<file path="config.mk">
export PLATFORM = sky130hd
export DESIGN_NAME = stlat_stat_mem
export DESIGN_NICKNAME = d
export VERILOG_FILES = /design/src/hw/rtl/stlat_pkg.sv /design/src/hw/rtl/stlat_stat_mem.sv
export SDC_FILE = /design/constraint.sdc
export NUM_CORES = 2
export LEC_CHECK = 0
export BUFFER_PORTS_ARGS = -buffer_cell sky130_fd_sc_hd__buf_2
export CAP_MARGIN = 30
export CORE_UTILIZATION = 30
export CTS_BUF_LIST = sky130_fd_sc_hd__clkbuf_8
export CTS_CLUSTER_DIAMETER = 150
export DETAILED_ROUTE_END_ITERATION = 12
export SLEW_MARGIN = 20
export SYNTH_ARGS = -nofsm -noshare
export SYNTH_HDL_FRONTEND = slang
export SYNTH_SLANG_ARGS = --single-unit
</file>
<file path="constraint.sdc">
create_clock -name clk_i -period 2 [get_ports clk_i]
set_clock_uncertainty 0.15 [all_clocks]
set_input_delay 0.5 -clock clk_i [delete_from_list [all_inputs] [get_ports clk_i]]
set_output_delay 0.5 -clock clk_i [all_outputs]
set_load 0.005 [all_outputs]
</file>
<file path="src/hw/rtl/stlat_pkg.sv">
// ----------------------------------------------------------------------------
// stlat_pkg
// Shared types and constants for the stage latency statistics unit.
// ----------------------------------------------------------------------------
package stlat_pkg;

  localparam int unsigned NumStagesDefault = 16;
  localparam int unsigned StageW           = 6;
  localparam logic [31:0] IntervalReset    = 32'd1000;

  typedef enum logic [1:0] {
    OP_DURATION = 2'd0,
    OP_EVENTS   = 2'd1,
    OP_PERIODIC = 2'd2,
    OP_FLUSH    = 2'd3
  } op_e;

  typedef struct packed {
    op_e                operation;
    logic [StageW-1:0]  stage_index;
    logic [31:0]        amount;
    logic [47:0]        now_ms;
  } in_item_t;

  typedef struct packed {
    logic [StageW-1:0]  stage_id;
    logic [31:0]        sample_count;
    logic [63:0]        average_us;
    logic [31:0]        max_us;
    logic [63:0]        event_total;
    logic               last_in_report;
  } out_item_t;

  // One row of the statistics memory
  typedef struct packed {
    logic [31:0] count;
    logic [63:0] sum;
    logic [31:0] max;
    logic [63:0] events;
  } entry_t;

  // Memory control from the sequencer
  typedef struct packed {
    logic              wr_en;
    logic              clr_all;
    logic [StageW-1:0] rd_addr;
    logic [StageW-1:0] wr_addr;
  } mem_ctl_t;

endpackage

</file>
<file path="src/hw/rtl/stlat_stat_mem.sv">
// ----------------------------------------------------------------------------
// stlat_stat_mem
// Per-stage statistics memory with a registered read port and a valid bit per
// row so that rows read as zero after reset or after a report.
// ----------------------------------------------------------------------------
module stlat_stat_mem #(
  parameter int unsigned NumStages = stlat_pkg::NumStagesDefault
) (
  input  logic               clk_i,
  input  logic               rst_ni,
  input  stlat_pkg::mem_ctl_t ctl_i,
  input  stlat_pkg::entry_t   wr_data_i,
  output stlat_pkg::entry_t   rd_data_o
);
  import stlat_pkg::*;

  localparam int unsigned AddrW = (NumStages > 1) ? $clog2(NumStages) : 1;

  entry_t               mem [NumStages];
  logic [NumStages-1:0] vld_q;
  entry_t               rd_q;
  logic                 rd_vld_q;

  logic [AddrW-1:0] rd_addr;
  logic [AddrW-1:0] wr_addr;

  assign rd_addr = ctl_i.rd_addr[AddrW-1:0];
  assign wr_addr = ctl_i.wr_addr[AddrW-1:0];

  // Storage array and registered read port
  always_ff @(posedge clk_i) begin
    if (ctl_i.wr_en) begin
      mem[wr_addr] <= wr_data_i;
    end
    rd_q <= mem[rd_addr];
  end

  // Row valid bits; a report clears them all at once
  always_ff @(posedge clk_i or negedge rst_ni) begin
    if (!rst_ni) begin
      vld_q    <= '0;
      rd_vld_q <= 1'b0;
    end else begin
      rd_vld_q <= vld_q[rd_addr];
      if (ctl_i.clr_all) begin
        vld_q <= '0;
      end else if (ctl_i.wr_en) begin
        vld_q[wr_addr] <= 1'b1;
      end
    end
  end

  assign rd_data_o = rd_vld_q ? rd_q : '0;

endmodule

</file>
# Word-level counts from Yosys, hierarchy flattened
# Memory sizes are Yosys's and may differ from the RTL's. A register that Yosys moved wholly into a read port is not among the register bits.
# Index checks and enable logic that the tools add are counted.
[word_totals]
mem_count = 1
regBits = 17
ram_bits = 3072
[memory_table]
columns = ["memory", "depth", "width", "read_ports", "rd_clocked_by_memory_dff", "write_ports", "line_no", "rtl"]
rows = [
  ["mem", 16, 192, 1, 1, 1, "stlat_stat_mem.sv:19", "entry_t mem [NumStages];"],
]
[op_classes]
muxes = 9
bitwise_logic = 1
order_cmp = 3
n_reduce_logical = 2
[ops]
columns = ["op", "n"]
rows = [
  ["2-to-1 mux 192 bit", 1],
  ["2-to-1 mux 16 bit", 2],
  ["OR 16 bit", 1],
  ["< comparator 4 x 5 -> 1 bit, second input constant", 2],
  ["binary-select mux 1 bit (select 4 bit)", 1],
  ["demux 1 bit (select 4 bit)", 1],
  [">= comparator 4 x 1 -> 1 bit, second input constant", 1],
  ["2-to-1 mux 1 bit", 4],
  ["nonzero test 2 bit", 1],
  ["logical AND 1 bit", 1],
]

# Longest topological paths before layout
[logic_depth]
word_depth = 7
ltp_mapped = 8
ltp_nobuf = 3

# Worst setup path after synthesis
# Ideal clock, no wire load.
[synth_timing]
path_kind = "input to register"
start = "in ctl_i[2] in the netlist's numbering"
end = "mem mem[0][0] in the netlist's numbering (enable)"
t_arrival_ns = 13.943
stages = 2
setup_slack_ns = -13.072
required_ns = 0.871
path_buffers = 0
setup_time_ns = 0.979
path_cell_list = "or3b_2 > nor3_1"
[synth_lines]
columns = ["element", "line_no", "rtl"]
rows = [
  ["start, declared", "stlat_stat_mem.sv:11", "input stlat_pkg::mem_ctl_t ctl_i,"],
  ["end, declared", "stlat_stat_mem.sv:19", ""],
]
# No word-level cell before the write port.

==> results.sh <==
export IMPL_status="finished, violations left"
export IMPL_failed_checks="negative setup slack"
export IMPL_final_hold_violation_count=0
export IMPL_portBuffers=395
export IMPL_vert_die_dim_um=638
export IMPL_dp_worst_setup_slack_ns=-0.652
export IMPL_dp_final_hpwl_mm=204
export IMPL_worstSetupPathType="register to output port"
export IMPL_grt_pass1_vias=65065
export IMPL_syn_area_mm2=0.121
export IMPL_grt_usage_pct=15.4
export IMPL_area_enclosed_by_the_die_boundary_mm2=0.407
export IMPL_drt_antenna_violating_nets=0
export IMPL_r2r_end="rd_q[103]$_DFF_P_"
export IMPL_cts_reportedPaths_clkPinSlew_ns=0.06
export IMPL_postSynthCellCount=5323
export IMPL_worstPathArrival_ns=2.51
export IMPL_timing_max_slew_rel_slack_pct=48.8
export IMPL_min_delay_path_depth=2
export IMPL_worstHoldPathType="primary input to register"
export IMPL_clock_path_buffers=4
export IMPL_total_switching_power_mw=33.0
export IMPL_grt_first_pass_wirelength_mm=460
export IMPL_critical_path_endpoint_type="output port"
export IMPL_rsz0062_at_grt="true"
export IMPL_layout_area_overhead_vs_synth_pct=25.5
export IMPL_power_frac_seq_pct=53.8
export IMPL_power_total_mw=144
export IMPL_placed_area_mm2=0.138
export IMPL_layout_worst_path_cycle_share_pct=158
export IMPL_drt_pass1_iterations=7
export IMPL_pwr_density_cell_mw_per_mm2=947
export IMPL_cts_tree="built"
export IMPL_critical_path_reg2reg_startpoint="mem[7][103]$_DFFE_PP_"
export IMPL_ios=400
export IMPL_slew_at_the_pin_with_the_worst_max_slew_slack_ns=0.767
export IMPL_synthesis_nets=5531
export IMPL_yosysWarnings=0
export IMPL_finish_net_count=7147
export IMPL_worst_ir_drop_vdd_v=0.000723
export IMPL_post_route_setup_tns_ns=-208.03
export IMPL_netlist_cell_type_count=33
export IMPL_detail_route_drc_violations=0
export IMPL_sw_frac_of_total_pct=22.9
export IMPL_vias_per_cell=4.75
export IMPL_ctsRootBufferMaster="sky130_fd_sc_hd__clkbuf_8"
export IMPL_timing_critical_path_from_type="register"
export IMPL_drive_gt1_share_pct=36.7
export IMPL_comb_power_share_pct=5.7
export IMPL_finish_cell_count_without_fillers=12829
export IMPL_total_leakage_power_nw=51.1
export IMPL_worst_skew_pair_late_latency_ns=1.21
export IMPL_h_tree_levels=6
export IMPL_setup_viol=193
export IMPL_ys_ff_latch=3281
export IMPL_postRouteWirelength_mm=321
export IMPL_die_width_um=638
export IMPL_fin_area_mm2=0.152
export IMPL_grt_max_degree=58
export IMPL_cp_max_fo=29
export IMPL_layout_filler_cells=36335
export IMPL_layout_min_cycle_time_ns=3.16
export IMPL_place_detailed_instances=11494
export IMPL_final_setup_worst_slack_ns=-1.16
export IMPL_std_cell_rows=233
export IMPL_timing_reg2reg_setup_slack_ns=0.07
export IMPL_cts_buf_count=548
export IMPL_clock_power_share_pct=40.5
export IMPL_cts_num_sinks=3281
export IMPL_wl_per_cell_um=25.0
export IMPL_internal_dissipation_mw=111
export IMPL_detailedRoute_firstIterationViolations=5013
export IMPL_required_time_at_the_endpoint_of_the_critical_path_ns=1.35
export IMPL_grt_overflow=0
export IMPL_initial_utilization_pct=30.1
export IMPL_max_cap_violations=0
export IMPL_synth_seq_area_share_pct=79.6
export IMPL_end_point_of_the_worst_hold_path="mem[11][172]$_DFFE_PP_"
export IMPL_synthesis_area_per_instance_um2=22.8
export IMPL_hold_path_startpoint="wr_data_i[172]"
export IMPL_placeableCoreArea_mm2=0.403
export IMPL_clock_fmax_mhz=317
export IMPL_antenna_found_initial=59
export IMPL_count_of_vias_placed_by_the_detailed_router=60955
export IMPL_finalWeightedCongestion=0.761
export IMPL_slew_viol_final=0
export IMPL_worstRegToRegCells=4
==> sequential cells by signal, indices dropped and copies added (netlist names) <==
signal / cells
rd_q: 192
vld_q: 16
rd_vld_q: 1
mem: 3072
==> layer usage <==
metal / part of all wire [%] / routed length [um] / global-route usage, %
met5: 0.048 / 154 / 0
met4: 3.2 / 10100 / 5.26
met3: 5.4 / 17400 / 2.75
met2: 50 / 161000 / 26.2
met1: 41 / 132000 / 19.8
==> final cells by class <==
class / instances / area, um2 / area share [%]
antenna: 41 / 103 / 0.0674
clock buffer: 592 / 8150 / 5.35
clock inverter: 402 / 2680 / 1.76
multi-input combinational: 1747 / 23700 / 15.6
sequential: 3281 / 96500 / 63.4
tap: 5405 / 6760 / 4.44
timing repair buffer: 1361 / 14300 / 9.38
==> worst max-delay path: stages (launching register included) <==
cell,delay (ns)
sky130_fd_sc_hd__dfrtp_4,0.54
sky130_fd_sc_hd__buf_12,0.21
sky130_fd_sc_hd__buf_16,0.18
sky130_fd_sc_hd__and2_1,0.19
sky130_fd_sc_hd__buf_2,0.12
==> repair_timing <==
| action | CTS | global route |
|---|---|---|
| setup buffers | 2 | 6 |
| setup endpoints to repair | 192 | 230 |
| pin swaps | 1 | 1 |
| endpoints found under the hold margin | 3292 | 0 |
| gates cloned | 4 | 3 |
| resized for setup | 89 | 46 |
| hold buffers | 287 | 0 |
==> kinds of logic (layout without fill, tap and decap cells) <==
group | count (synthesis) | count (layout) | share of synthesized area [%]
other | 0 | 41 | 0
buffers and inverters | 295 | 2355 | 1.14
AND/OR/NAND/NOR | 447 | 447 | 1.97
AO/OA/AOI/OAI | 430 | 430 | 2.65
flip-flops | 3281 | 3281 | 79.6
multiplexers | 870 | 870 | 14.6
==> synth_stat cells, drive strengths merged <==
cell,count,area [um2]
mux4,709,16000
and3b,2,17.5
edfxtp,3072,92200
dfrtp,17,425
nor3b,1,7.51
a31oi,4,25.0
nand3b,2,15.0
and3,1,6.26
a22oi,310,2330
nor3,4,20.0
mux2i,48,480
buf,144,820
dfxtp,192,3840
mux2,113,1270
and2,195,1220
or3b,1,8.76
o22a,13,114
a221oi,22,193
o21ai,28,140
nand2b,26,163
clkbuf,151,567
or2,1,6.26
nor2b,49,307
o221ai,41,359
a21oi,12,60.1
nand2,132,495
nand3,1,5.00
nor2,32,120
==> metrics by stage <==
stage | utilization, % | hold WS (ns)
final | 37.8 | 0.128
after global routing | 37.8 | 0.0350
after detailed placement | 34.2 | 0.281
after floorplan | - | 0.0544
after CTS | 37.7 | 0.0000274
after global placement | 34.2 | 0.276
==> cell usage in the layout, fill, tap and decap left out, types with 60 or more instances in the layout <==
| cell type | instances |
|---|---|
| sky130_fd_sc_hd__clkinv_1 | 69 |
| sky130_fd_sc_hd__and2_1 | 133 |
| sky130_fd_sc_hd__clkbuf_8 | 592 |
| sky130_fd_sc_hd__dlygate4sd3_1 | 284 |
| sky130_fd_sc_hd__buf_2 | 340 |
| sky130_fd_sc_hd__buf_4 | 371 |
| sky130_fd_sc_hd__nand2_1 | 132 |
| sky130_fd_sc_hd__edfxtp_1 | 3072 |
| sky130_fd_sc_hd__mux2_2 | 113 |
| sky130_fd_sc_hd__mux4_2 | 709 |
| sky130_fd_sc_hd__a22oi_1 | 309 |
| sky130_fd_sc_hd__buf_12 | 304 |
| sky130_fd_sc_hd__inv_1 | 208 |
| sky130_fd_sc_hd__dfxtp_1 | 192 |
| sky130_fd_sc_hd__and2_4 | 60 |
==> power by group through the flow <==
stage          registers [mW]  clock network [mW]  logic [mW]
2_1_floorplan            78.6                   0        3.84
3_3_place_gp             78.9                   0        7.45
3_5_place_dp             79.0                   0        7.60
4_1_cts                  77.6                59.9        8.26
5_1_grt                  77.7                62.8        8.72
6_report                 77.6                58.4        8.16
==> worst max path at each step <==
stage                       startpoint                   to  slack, ns  cells past startpoint
detailed placement            ctl_i[6]    rd_q[162]$_DFF_P_      -0.65                      5
finish              rd_vld_q$_DFF_PN0_        rd_data_o[82]      -1.16                      4
floorplan                     ctl_i[2]  mem[0][0]$_DFFE_PP_      -4.16                      2
CTS                 rd_vld_q$_DFF_PN0_       rd_data_o[179]      -1.28                      4
global placement              ctl_i[7]    rd_q[168]$_DFF_P_      -0.92                      4
global route        rd_vld_q$_DFF_PN0_        rd_data_o[82]      -1.27                      4
No activity file was read; power rests on OpenSTA's default activity.
