--- config.mk ---
export PLATFORM = sky130hd
export DESIGN_NAME = stlat_div
export DESIGN_NICKNAME = d
export VERILOG_FILES = /design/src/hw/rtl/stlat_div.sv
export SDC_FILE = /design/constraint.sdc
export NUM_CORES = 1
export LEC_CHECK = 0
export BUFFER_PORTS_ARGS = -buffer_cell sky130_fd_sc_hd__buf_2
export CAP_MARGIN = 20
export CORE_MARGIN = 5
export CORE_UTILIZATION = 55
export DETAILED_ROUTE_END_ITERATION = 8
export PLACE_DENSITY_LB_ADDON = 0.12
export SLEW_MARGIN = 20
export SYNTH_ARGS = -nofsm -noshare
export SYNTH_HDL_FRONTEND = slang
export SYNTH_SLANG_ARGS = --single-unit
--- constraint.sdc ---
create_clock -name clk_i -period 5.5 [get_ports clk_i]
set_input_delay 0.55 -clock clk_i [delete_from_list [all_inputs] [get_ports clk_i]]
set_output_delay 0.55 -clock clk_i [all_outputs]
set_load 0.01 [all_outputs]
--- src/hw/rtl/stlat_div.sv ---
// ----------------------------------------------------------------------------
// stlat_div
// Restoring 64 by 32 bit unsigned divider, one quotient bit per cycle.
// ----------------------------------------------------------------------------
module stlat_div (
  input  logic        clk_i,
  input  logic        rst_ni,
  input  logic        start_i,
  input  logic [63:0] dividend_i,
  input  logic [31:0] divisor_i,
  output logic        done_o,
  output logic [63:0] quot_o
);
  logic [63:0] quot_q;
  logic [31:0] rem_q;
  logic [31:0] div_q;
  logic [6:0]  cnt_q;
  logic        busy_q;
  logic        done_q;

  logic [32:0] rem_sh;
  logic [32:0] trial;
  logic        fits;

  // Shift in the next dividend bit and try a subtract
  assign rem_sh = {rem_q, quot_q[63]};
  assign trial  = rem_sh - {1'b0, div_q};
  assign fits   = (rem_sh >= {1'b0, div_q});

  always_ff @(posedge clk_i or negedge rst_ni) begin
    if (!rst_ni) begin
      busy_q <= 1'b0;
      done_q <= 1'b0;
      cnt_q  <= '0;
    end else begin
      done_q <= 1'b0;
      if (start_i) begin
        busy_q <= 1'b1;
        cnt_q  <= 7'd64;
      end else if (busy_q) begin
        cnt_q <= cnt_q - 7'd1;
        if (cnt_q == 7'd1) begin
          busy_q <= 1'b0;
          done_q <= 1'b1;
        end
      end
    end
  end

  // Datapath
  always_ff @(posedge clk_i) begin
    if (start_i) begin
      quot_q <= dividend_i;
      rem_q  <= '0;
      div_q  <= divisor_i;
    end else if (busy_q) begin
      quot_q <= {quot_q[62:0], fits};
      rem_q  <= fits ? trial[31:0] : rem_sh[31:0];
    end
  end

  assign done_o = done_q;
  assign quot_o = quot_q;

endmodule

Word level (Yosys, flattened, before mapping)
Cells that the tools add are included.
{"block": "totals", "ff_bits": 137, "latchBits": 0, "ramBits": 0, "rom_bits": 0, "inputBits": 99, "output_inout_bits": 65, "wordCells": 22, "mem_count": 0}
{"block": "op_classes", "addsub": 2, "mul": 0, "div_mod_pow": 0, "magnitude_cmp": 1, "n_eq_ne": 1, "shift": 0, "muxes": 11, "bitwise": 0, "reduce_logical": 1}
{"operator": "2-to-1 mux 64 bit", "count": 2}
{"operator": "greater-or-equal comparator 33 x 32 -> 1 bit", "count": 1}
{"operator": "2-to-1 mux 32 bit", "count": 1}
{"operator": "subtractor 32 bit", "count": 1}
{"operator": "2-to-1 mux 7 bit", "count": 2}
{"operator": "== test 7 x 1 -> 1 bit, second input constant", "count": 1}
{"operator": "subtractor 7 x 1 -> 7 bit, second input constant", "count": 1}
{"operator": "2-to-1 mux 1 bit", "count": 6}
{"operator": "nonzero test 2 bit", "count": 1}

Logic depth before layout (Yosys ltp)
Gate-level depths: netlist of the first run.
{"block": "logic_depth", "ltp_word": 4, "mapped_depth": 12, "depth_no_buf": 11}

Worst setup path after synthesis of the first run
No wires, ideal clock.
{"block": "synth_path", "path_type": "register -> register", "start": "register div_q[4]", "end": "register quot_q[0], in the netlist quot_o[0], data pin", "setup_ns": 0.260, "arrival_ns": 2.433, "setup_slack_ns": 2.807, "stages_incl_launch_ff": 11, "path_buffers": 1, "period_less_slack_ns": 2.693, "cell_sequence": "edfxtp_1 inv_1 ha_1 a21o_1 a211o_1 o211ai_2 a21oi_2 a2111oi_4 o21ai_2 buf_2 mux2_2"}
{"block": "synth_via", "elab_chain_len": 3}
{"item": "start: declaration", "line_no": "16", "text": "logic [31:0] div_q;"}
{"item": "start signal: assignment", "line_no": "55", "text": "div_q <= divisor_i;"}
{"item": "greater-or-equal comparator 33 x 32 -> 1 bit", "line_no": "28", "text": "assign fits = (rem_sh >= {1'b0, div_q});"}
{"item": "2-to-1 mux 64 bit", "line_no": "56", "text": "end else if (busy_q) begin"}
{"item": "2-to-1 mux 64 bit", "line_no": "52", "text": "if (start_i) begin"}
{"item": "end signal: assignment", "line_no": "53", "text": "quot_q <= dividend_i;"}
{"item": "end signal: assignment", "line_no": "57", "text": "quot_q <= {quot_q[62:0], fits};"}
{"item": "end: declaration", "line_no": "14", "text": "logic [63:0] quot_q;"}
Every way passes these cells. The select of a mux whose other input is x is not followed.
A chain may end at the register's enable or synchronous reset.

Worst setup path in the final report of the first run
{"block": "layout_path", "start": "register div_q[6]", "end": "register rem_q[3]"}
{"block": "layout_via", "elab_chain_len": 2}
{"item": "greater-or-equal comparator 33 x 32 -> 1 bit", "line_no": "28"}
{"item": "2-to-1 mux 32 bit", "line_no": "58", "text": "rem_q <= fits ? trial[31:0] : rem_sh[31:0];"}
{"item": "end signal: assignment", "line_no": "58"}
{"item": "end: declaration", "line_no": "15", "text": "logic [31:0] rem_q;"}
Every way passes these cells.

==> summary.txt, run 1 <==
Status
  • Status: completed

Global routing
  • First-pass GRT wire length: between 20000 and 30000 um
  • Initial antenna violation count: 2
  • GRT busiest layer: met2
  • M3 GR Usage: 0.0971
  • GRT met2 Usage: 0.370
  • Number of global-route vias before repair: 6061
  • Total track usage: 0.226
  • Largest net degree at the start of global routing: 76
  • GRT overflow: 0
  • Met1 GRT Util: 0.271

Detailed routing
  • TritonRoute pass-1 iters: 6
  • Initial DRC Count: 397
  • Antenna-violating nets left: 0
  • Drt drc: 0
  • Vias/cell: 5.63
  • Detailed Route WL: 17300 um
  • Vias: 5766
  • WL/cell: 16.9 um

Worst setup path
  • WP buf/inv: 2
  • Crit path launch type: register
  • Arrival time worst endpoint: between 3000 and 4000 ps
  • CP Class: register to register
  • Worst setup EP type: register
  • Peak per-stage delay on the critical path: about 630 ps
  • Worst r2r dst: rem_q[3]
  • Flop2flop setup slack: 2330 ps
  • Crit-path cells: inv_1 -> ha_1 -> o21ai_0 -> a211oi_2 -> o211ai_2 -> a21oi_2 -> a2111oi_4 -> o21ai_2 -> buf_4 -> nand2_1 -> a311oi_1
  • R2R cell count: 11
  • Slowest cell on the critical path: o21ai_2
  • Worst Path Required: ~5800 ps
  • Crit-path max FO: 18
  • Largest delay share family, worst path: compound AO/OA/AOI/OAI gates
  • R2R Path Start: div_q[6]

Power
  • Max VDD drop: 0.371 mV
  • Pleak: 3.91 nW
  • Total Power: 4.21 mW
  • Power density cells: approximately 470 nW/um^2

Clock tree
  • CTS sink cnt: 137
  • # resized after CTS: 0
  • CTS H-tree lvls: 4
  • Worst-Skew Late Latency: around 430 ps
  • TritonCTS buffer count: 17
  • Clk buf depth: 2
  • CTS root buf: clkbuf_16
  • TritonCTS clock tree: built
  • Reg clk slew, reported paths: approximately 70 ps

Synth
  • Seq/Total Area, Yosys: 0.503
  • Synth Net Count: 811
  • Mux cell area share after synthesis: 0.0994
  • Largest family of logic cells by synthesized area: compound AO/OA/AOI/OAI gates
  • Netlist cell types: 63
  • Area share of fa/ha/maj cells after synthesis: 0.0598
  • Synth Area in XOR/XNOR: 0.0353
  • Synth Area in Simple Gates: 0.120
  • Yosys Warn Count: 0
  • FFs w/ async S/R, synth: 0.0657
  • Mean Syn Cell Area: 11.0 um^2
  • EDFF count, synth: 96
  • Syn Inst Count: 677
  • Main synth FF type: edfxtp_1
  • Compound-Gate Fraction of Synth Area: 0.143
  • Cell area after synthesis: 7450 um^2
  • Number of synthesized register bits: between 100 and 150

Cells and area
  • Layout cells sized above 1: 0.333
  • Final std cells w/o fill: 1024
  • Area Overhead vs Synth: 20.2%
  • Antenna cells: 0
  • Final Core Density: 0.676
  • Fill cells: 1050
  • Nets: 969

Timing
  • RSZ-0062 raised after global routing: false
  • Worst Tran Pin Value: 924 ps
  • Setup TNS: 0 ps
  • Ratio of final minimum period to clock period: 0.576
  • Final Setup Violations: 0
  • Worst slew margin: 0.384
  • Fmax: 316 MHz
  • Max Slew Vio Count: 0
  • Min cycle time layout: 3170 ps
  • Hold Fails Final Rpt: 0
  • Clock skew: 25.2 ps
  • Worst hold slack: slightly below 300 ps

Place
  • Post-DP HPWL: 12500 um
  • Number of port buffers: 163
  • Cells after DPL: 991
  • Gpl congestion: between 0.8 and 0.9

Hold path
  • HP Class: input pin to register
  • Worst hold endpoint: div_q[28]
  • Hold path startpoint: divisor_i[28]
  • Worst Hold Depth: 1

Job
  • Total of max-cap violations: 0

Floorplan
  • Initial Util: 0.562
  • Die height: approximately 130 um
  • Row count: between 40 and 50
  • Die area: approximately 16000 um^2
  • Ports: between 150 and 200
  • Core area: 13200 um^2
  • Die Wd: 126 um
-- layer usage --
metal | share of wire | vias up
met1 | 0.42 | 2749
met2 | 0.48 | 171
met5 | 0.0012 | -
met4 | 0.015 | 4
li1 | - | 2818
met3 | 0.083 | 24
-- worst max path at each step --
stage,from,to,slack (ps),cells after the start
global placement,div_q[11],quot_o[0],2420,10
CTS,div_q[6],rem_q[3],2340,11
detailed placement,div_q[11],quot_o[0],2340,10
global route,div_q[11],rem_q[0],2010,11
floorplan,div_q[4],quot_o[0],2810,10
finish,div_q[6],rem_q[3],2330,11
-- state kept, by name (all words and copies together) (netlist names) --
signal / flops
rem_q: 32
cnt_q: 7
done_o: 1
busy_q: 1
quot_o: 64
div_q: 32
-- repair_timing --
action                     CTS  global route
setup buffers                0             0
hold endpoints to repair     9             0
hold buffers                 1             0
setup endpoints to repair    0             0
-- area by class of cell --
cell class / count / area [um^2] / share of cell area
multi-input combinational: 470 / 3410 / 0.381
clock inverter: 15 / 140 / 0.0156
clock buffer: 17 / 425 / 0.0475
sequential: 137 / 3750 / 0.419
timing repair buffer: 168 / 858 / 0.0958
inverter: 41 / 154 / 0.0172
tap: 176 / 220 / 0.0246
-- placed cells by master, fill, tap and decap left out, types with 5 or more instances in the layout --
cell type	n
nor2_1	49
inv_1	41
clkbuf_16	17
dfrtp_1	8
mux2_2	64
a21oi_1	34
nand3_1	12
a21o_1	14
o21ai_0	21
xor2_1	11
dfxtp_1	32
ha_1	34
xnor2_1	19
inv_6	5
nand4_1	5
a211oi_1	5
a31oi_1	5
a311oi_1	22
nor3_1	8
buf_2	162
edfxtp_1	96
buf_4	5
nand2_1	80
and3_1	7
o31ai_1	5
-- stage by stage --
stage / setup slack, ps / cell area (um^2)
floorplan: 2810 / 7450
global placement: 2420 / 8380
detailed placement: 2340 / 8380
CTS: 2340 / 8960
global route: 2010 / 8960
finish: 2330 / 8960
-- Yosys cell counts, types with 3 or more instances --
master	count	area (um^2)
a211oi_1	5	37.5
a21boi_0	3	22.5
a21o_1	14	105
a21oi_1	34	170
a311oi_1	22	193
a311oi_2	4	60.1
a31oi_1	5	31.3
and2_1	4	25.0
and3_1	7	43.8
buf_1	9	33.8
buf_2	4	20.0
buf_6	3	33.8
clkbuf_1	12	45.0
dfrtp_1	9	225
dfxtp_1	32	641
edfxtp_1	96	2880
ha_1	34	425
inv_1	41	154
mux2_2	64	721
nand2_1	80	300
nand2b_1	4	25.0
nand3_1	12	60.1
nand3b_1	4	30.0
nand4_1	5	31.3
nor2_1	49	184
nor2b_1	3	18.8
nor3_1	8	40.0
nor3b_1	4	30.0
nor4_1	3	18.8
o211ai_1	3	22.5
o21a_1	4	30.0
o21ai_0	21	105
o31ai_1	5	37.5
or2_2	3	18.8
or3_1	3	18.8
xnor2_1	19	166
xor2_1	11	96.3
-- kinds of logic (layout without fill, tap and decap cells) --
family,after synthesis,after routing
DFF,137,137
AOI/OAI and AO/OA,144,144
and+or+nand+nor,195,195
muxes,66,66
buffers and inverters,70,241
adders and majority gates,35,35
xor gates and xnor gates,30,30
-- report_power, final --
group	total [mW]	internal [mW]	leakage [nW]	switching, mW
clock	1.10	0.629	0.273	0.466
sequential	1.49	1.34	1.36	0.150
combinational	1.62	0.690	2.27	0.931
total	4.21	2.66	3.91	1.55
Note: power is estimated with default switching activity, not from simulation.
==> run 2, diff against run 1 <==
- clock period: 5.5 -> 3 ns (I/O delays scaled with it)
==> summary.txt, run 2 (synthesized netlist as in run 1, its figures left out) <==
Detailed routing
  • TritonRoute pass-1 iters: 5 (-1)
  • Initial DRC Count: 440 (+11%)
  • Antenna-violating nets left: 0 (unchanged)
  • Vias: 5817 (+0.88%)
  • WL/cell: 17.3 um (+2.0%)
  • Vias/cell: 5.58 (-0.86%)
  • Drt drc: 0 (unchanged)
  • Detailed Route WL: 18000 um (+3.8%)

Floorplan
  • Row count: 42 (unchanged)
  • Initial Util: 0.562 (unchanged)
  • Ports: 164 (unchanged)
  • Die height: 126 um (unchanged)
  • Die area: 16000 um^2 (unchanged)
  • Core area: 13200 um^2 (unchanged)
  • Die Wd: 126 um (unchanged)

Cells and area
  • Commonest non-fill, non-tap cell in the layout: buf_2
  • Antenna cells: 0 (unchanged)
  • Nets: 987 (+1.9%)
  • Area Overhead vs Synth: 23.7%
  • Register area: 3750 um^2 (unchanged)
  • Final std cells w/o fill: 1042 (+1.8%)
  • Most frequent cells in the layout: buf_2, edfxtp_1, nand2_1, mux2_2, nor2_1
  • Layout cells sized above 1: 0.350 (+0.0173)
  • Largest register FFs: 64 (unchanged)
  • Fill cells: 995 (-5.2%)
  • Multi-input gate area: 3450 um^2 (+1.2%)

Clock tree
  • CTS H-tree lvls: 4 (unchanged)
  • Worst-Skew Late Latency: 430 ps (about the same)
  • Reg clk slew, reported paths: 70 ps (about the same)
  • CTS sink cnt: 137 (unchanged)
  • TritonCTS clock tree: built
  • CTS root buf: clkbuf_16
  • TritonCTS buffer count: 17 (unchanged)
  • Clk buf depth: 2 (unchanged)

Status
  • Status: completed

Worst setup path
  • R2R cell count: 11 (unchanged)
  • Arrival time worst endpoint: 3130 ps (-350 ps)
  • Worst Path Required: 3320 ps (-2500 ps)
  • Flop2flop setup slack: 180 ps (-2150 ps)
  • CP Class: register to register
  • Worst setup EP type: register
  • Crit-path max FO: 4 (-14)
  • Worst r2r dst: rem_q[16]
  • Crit-path cells: inv_1 -> ha_1 -> fa_1 -> nor2b_1 -> o2111ai_1 -> a21oi_1 -> o21ai_1 -> a21oi_1 -> nor3_1 -> or3_1 -> a311oi_1
  • Crit path from: quot_o[63]
  • Critical Path Sink: rem_q[16]
  • Crit path launch type: register
  • Peak per-stage delay on the critical path: 420 ps (-210 ps)
  • R2R Path Start: quot_o[63]
  • Slowest cell on the critical path: fa_1
  • CP most frequent cell: a21oi_1

Timing
  • Hold Fails Final Rpt: 0 (unchanged)
  • Final Setup Violations: 0 (unchanged)
  • Fmax: 355 MHz (+12%)
  • Max Slew Vio Count: 0 (unchanged)
  • Min cycle time layout: 2820 ps (-350 ps)
  • RSZ-0062 raised after global routing: false
  • Worst slew margin: 0.578 (+0.194)
  • Ratio of final minimum period to clock period: 0.939 (+0.363)
  • Setup TNS: 0 ps (unchanged)
  • Worst Tran Pin Value: 627 ps (-298 ps)
  • Clock skew: 20.7 ps (-4.54 ps)

Job
  • Total of max-cap violations: 0 (unchanged)

Place
  • Post-DP HPWL: 13000 um (+4.1%)
  • Number of port buffers: 163 (unchanged)
  • Cells after DPL: 1005 (+1.4%)
  • Gpl congestion: 0.865 (+3.2%)

Global routing
  • Number of global-route vias before repair: 6004 (-0.94%)
  • GRT overflow: 0 (unchanged)
  • Initial antenna violation count: 0 (-2)
  • First-pass GRT wire length: 29400 um (+0.35%)
  • Largest net degree at the start of global routing: 82 (+7.9%)
  • Total track usage: 0.226 (+0.000264)

Power
  • Pleak: 4.03 nW (+3.0%)
  • Max VDD drop: 0.507 mV (+37%)
  • Power density cells: 887 nW/um^2 (+89%)

Hold path
  • HP Class: input pin to register
## run 2: cell types whose count changed in the layout (fill, tap and decap cells not counted), sizes merged
cell	change
bufinv	+2
clkinv	-3
buf	+17
clkbuf	+1
o21a	+1
## run 2: worst min-delay path by stage
stage / from / endpoint / slack (ps) / cells past startpoint
after floorplan: rst_ni / busy_q / 4 / 0
after global placement: rst_ni / cnt_q[0] / 150 / 1
after detailed placement: rst_ni / cnt_q[0] / 160 / 1
after CTS: divisor_i[9] / div_q[9] / 20 / 1
after global routing: divisor_i[9] / div_q[9] / 30 / 1
final: divisor_i[8] / div_q[8] / 40 / 1
## run 2: stage by stage
step	power, mW	setup slack, ps	instance area, um^2	util	hold WS [ps]
final	8.17	184	9210	0.695	44.0
after global routing	8.70	12.8	9210	0.695	31.3
after CTS	8.06	41.6	9140	0.690	19.2
after detailed placement	5.84	64.5	8510	0.643	163
after global placement	5.76	205	8510	0.643	155
after floorplan	5.02	307	7450	-	4.41
## run 2: critical path: cells and delay by family (launching register included)
kind	cells	cell delay [ps]
adder cells (fa/ha/maj)	2	640
buffers and inverters	1	60
AND/OR/NAND/NOR	3	600
flip-flops	1	340
AO/OA/AOI/OAI	5	1080
## run 2: routing by layer
metal	vias to the layer above	wire length (um)	track usage
li1	2866	-	-
met1	2763	7700	0.278
met2	178	8640	0.371
met3	10	1460	0.0912
met4	0	186	0.0606
met5	-	0	0
## run 2: area by class of cell
type / count / area share
flip-flops and latches: 137 / 0.407
multi-input cells: 471 / 0.374
repair buffers: 185 / 0.111
clock buffers: 18 / 0.0466
well taps: 176 / 0.0239
clock inverters: 14 / 0.0201
inverters: 41 / 0.0167
## run 2: power breakdown
part | total, mW | internal (mW) | leakage (nW) | switching, mW
clock | 2.19 | 1.33 | 0.290 | 0.865
combinational | 3.23 | 1.43 | 2.37 | 1.80
sequential | 2.75 | 2.46 | 1.36 | 0.289
## run 2: timing repair
action / in CTS / in global routing
setup buffers: 0 / 3
hold buffers: 1 / 0
resized for setup: 0 / 7
endpoints found under the setup margin: 0 / 32
endpoints found under the hold margin: 9 / 0
==> run 3, diff against run 2 <==
- clock period: 3 -> 3.15 ns (I/O delays scaled with it)
==> summary.txt, run 3 (synthesized netlist as in run 1, its figures left out) <==
Cells and area
  • Layout cells sized above 1: 0.344 (-0.00566)
  • Area Overhead vs Synth: 21.9%
  • Final Core Density: 0.686 (-0.00973)
  • Nets: 978 (-0.91%)
  • Antenna cells: 0 (unchanged)
  • Commonest non-fill, non-tap cell in the layout: buf_2
  • Most frequent cells in the layout: buf_2, edfxtp_1, nand2_1, mux2_2, nor2_1
  • Largest register FFs: 64 (unchanged)

Place
  • Number of port buffers: 163 (unchanged)
  • Gpl congestion: 0.904 (+4.6%)
  • Post-DP HPWL: 13100 um (+0.51%)

Detailed routing
  • Vias: 5852 (+0.60%)
  • TritonRoute pass-1 iters: 5 (unchanged)
  • Detailed Route WL: 18300 um (+1.5%)
  • Antenna-violating nets left: 0 (unchanged)
  • Vias/cell: 5.67 (+1.5%)
  • Drt drc: 0 (unchanged)
  • Initial DRC Count: 450 (+2.3%)
  • WL/cell: 17.7 um (+2.4%)

Clock tree
  • CTS H-tree lvls: 4 (unchanged)
  • TritonCTS clock tree: built
  • TritonCTS buffer count: 17 (unchanged)
  • Worst-Skew Late Latency: 430 ps (about the same)
  • CTS root buf: clkbuf_16
  • CTS sink cnt: 137 (unchanged)
  • Clk buf depth: 2 (unchanged)
  • Reg clk slew, reported paths: 60 ps (about the same)

Floorplan
  • Die height: 126 um (unchanged)
  • Initial Util: 0.562 (unchanged)
  • Die Wd: 126 um (unchanged)
  • Ports: 164 (unchanged)
  • Core area: 13200 um^2 (unchanged)
  • Die area: 16000 um^2 (unchanged)
  • Row count: 42 (unchanged)

Power
  • Max VDD drop: 0.523 mV (+3.2%)
  • Power density cells: 831 nW/um^2 (-6.3%)
  • Pleak: 3.95 nW (-1.9%)

Worst setup path
  • Crit-path max FO: 4 (unchanged)
  • Arrival time worst endpoint: 3290 ps (+160 ps)
  • Worst setup EP type: register
  • CP Class: register to register
  • Worst Path Required: 3470 ps (+150 ps)
  • Crit path launch type: register

Job
  • Total of max-cap violations: 0 (unchanged)

Timing
  • Max Slew Vio Count: 0 (unchanged)
  • Fmax: 337 MHz (-5.0%)
  • Min cycle time layout: 2960 ps (+148 ps)
  • Ratio of final minimum period to clock period: 0.941 (+0.00217)
  • Worst hold slack: 57.9 ps (+13.9 ps)
  • Final Setup Violations: 0 (unchanged)
  • Worst Tran Pin Value: 830 ps (+203 ps)
  • Worst slew margin: 0.447 (-0.131)
  • Hold Fails Final Rpt: 0 (unchanged)
  • Clock skew: 7.41 ps (-13.3 ps)

Global routing
  • Total track usage: 0.229 (+0.00335)
  • GRT overflow: 0 (unchanged)
  • First-pass GRT wire length: 29400 um (unchanged)
  • Number of global-route vias before repair: 5994 (-0.17%)
  • Initial antenna violation count: 0 (unchanged)
  • Largest net degree at the start of global routing: 65 (-21%)

Hold path
  • HP Class: input pin to register

Status
  • Status: completed
-- run 3: cell types whose count changed in the layout (fill, tap and decap cells not counted), moves of 2 or more --
cell / delta
buf_12: -2
buf_4: -7
bufinv_16: -2
clkbuf_8: +4
ha_1: -2
ha_2: +2
inv_6: -4
-- run 3: power breakdown --
part | leakage, nW | total, mW | switching [mW] | internal (mW)
sequential | 1.36 | 2.63 | 0.282 | 2.35
combinational | 2.32 | 2.98 | 1.69 | 1.29
clock | 0.272 | 1.94 | 0.767 | 1.17
-- run 3: metal layers --
layer,vias up,global-route usage,routed length (um)
met5,-,0,0
met4,0,0.0814,295
met3,26,0.0879,1530
met2,196,0.374,8790
met1,2790,0.279,7640
li1,2840,-,-
-- run 3: worst max-delay path, stage by stage (launching register included) --
cell	delay, ps
edfxtp_1	350
inv_1	60
ha_1	220
fa_1	420
nor2b_1	230
o2111ai_1	170
a21oi_1	240
o21ai_0	240
a21oi_1	270
nor3_1	60
or3_1	300
a311oi_1	290
-- run 3: final timing paths --
path / depth (start not counted) / from / end / slack (ps)
max: 11 / quot_o[63] / rem_q[16] / 190
min: 1 / divisor_i[8] / div_q[8] / 60
max reg2reg: 11 / quot_o[63] / rem_q[16] / 190
min reg2reg: 2 / rem_q[11] / rem_q[12] / 500
max in group asynchronous: 2 / rst_ni / busy_q / 2690
min in group asynchronous: 2 / rst_ni / cnt_q[5] / 260
-- run 3: cell type report --
type / count / area (um^2)
Inverter: 41 / 154
Multi-Input combinational cell: 471 / 3450
Timing Repair Buffer: 176 / 931
Fill cell: 1048 / 4160
Sequential cell: 137 / 3750
Clock buffer: 23 / 488
Clock inverter: 9 / 91.3
Tap cell: 176 / 220
-- run 3: per-stage QoR --
| step | setup WS, ps | TNS, ps | area [um^2] | power (mW) | cells |
|---|---|---|---|---|---|
| global route | -4.42 | -4.42 | 9080 | 8.04 | 1033 |
| detailed placement | 153 | 0 | 8450 | 5.54 | 999 |
| floorplan | 457 | 0 | 7450 | 4.78 | 677 |
| finish | 187 | 0 | 9080 | 7.55 | 1033 |
| CTS | 115 | 0 | 9040 | 7.51 | 1032 |
| global placement | 252 | 0 | 8450 | 5.47 | 999 |
-- run 3: what timing repair did --
action / in CTS / in global routing
hold buffers: 1 / 0
endpoints found under the setup margin: 0 / 26
setup buffers: 0 / 0
resized for setup: 0 / 7
endpoints found under the hold margin: 9 / 0
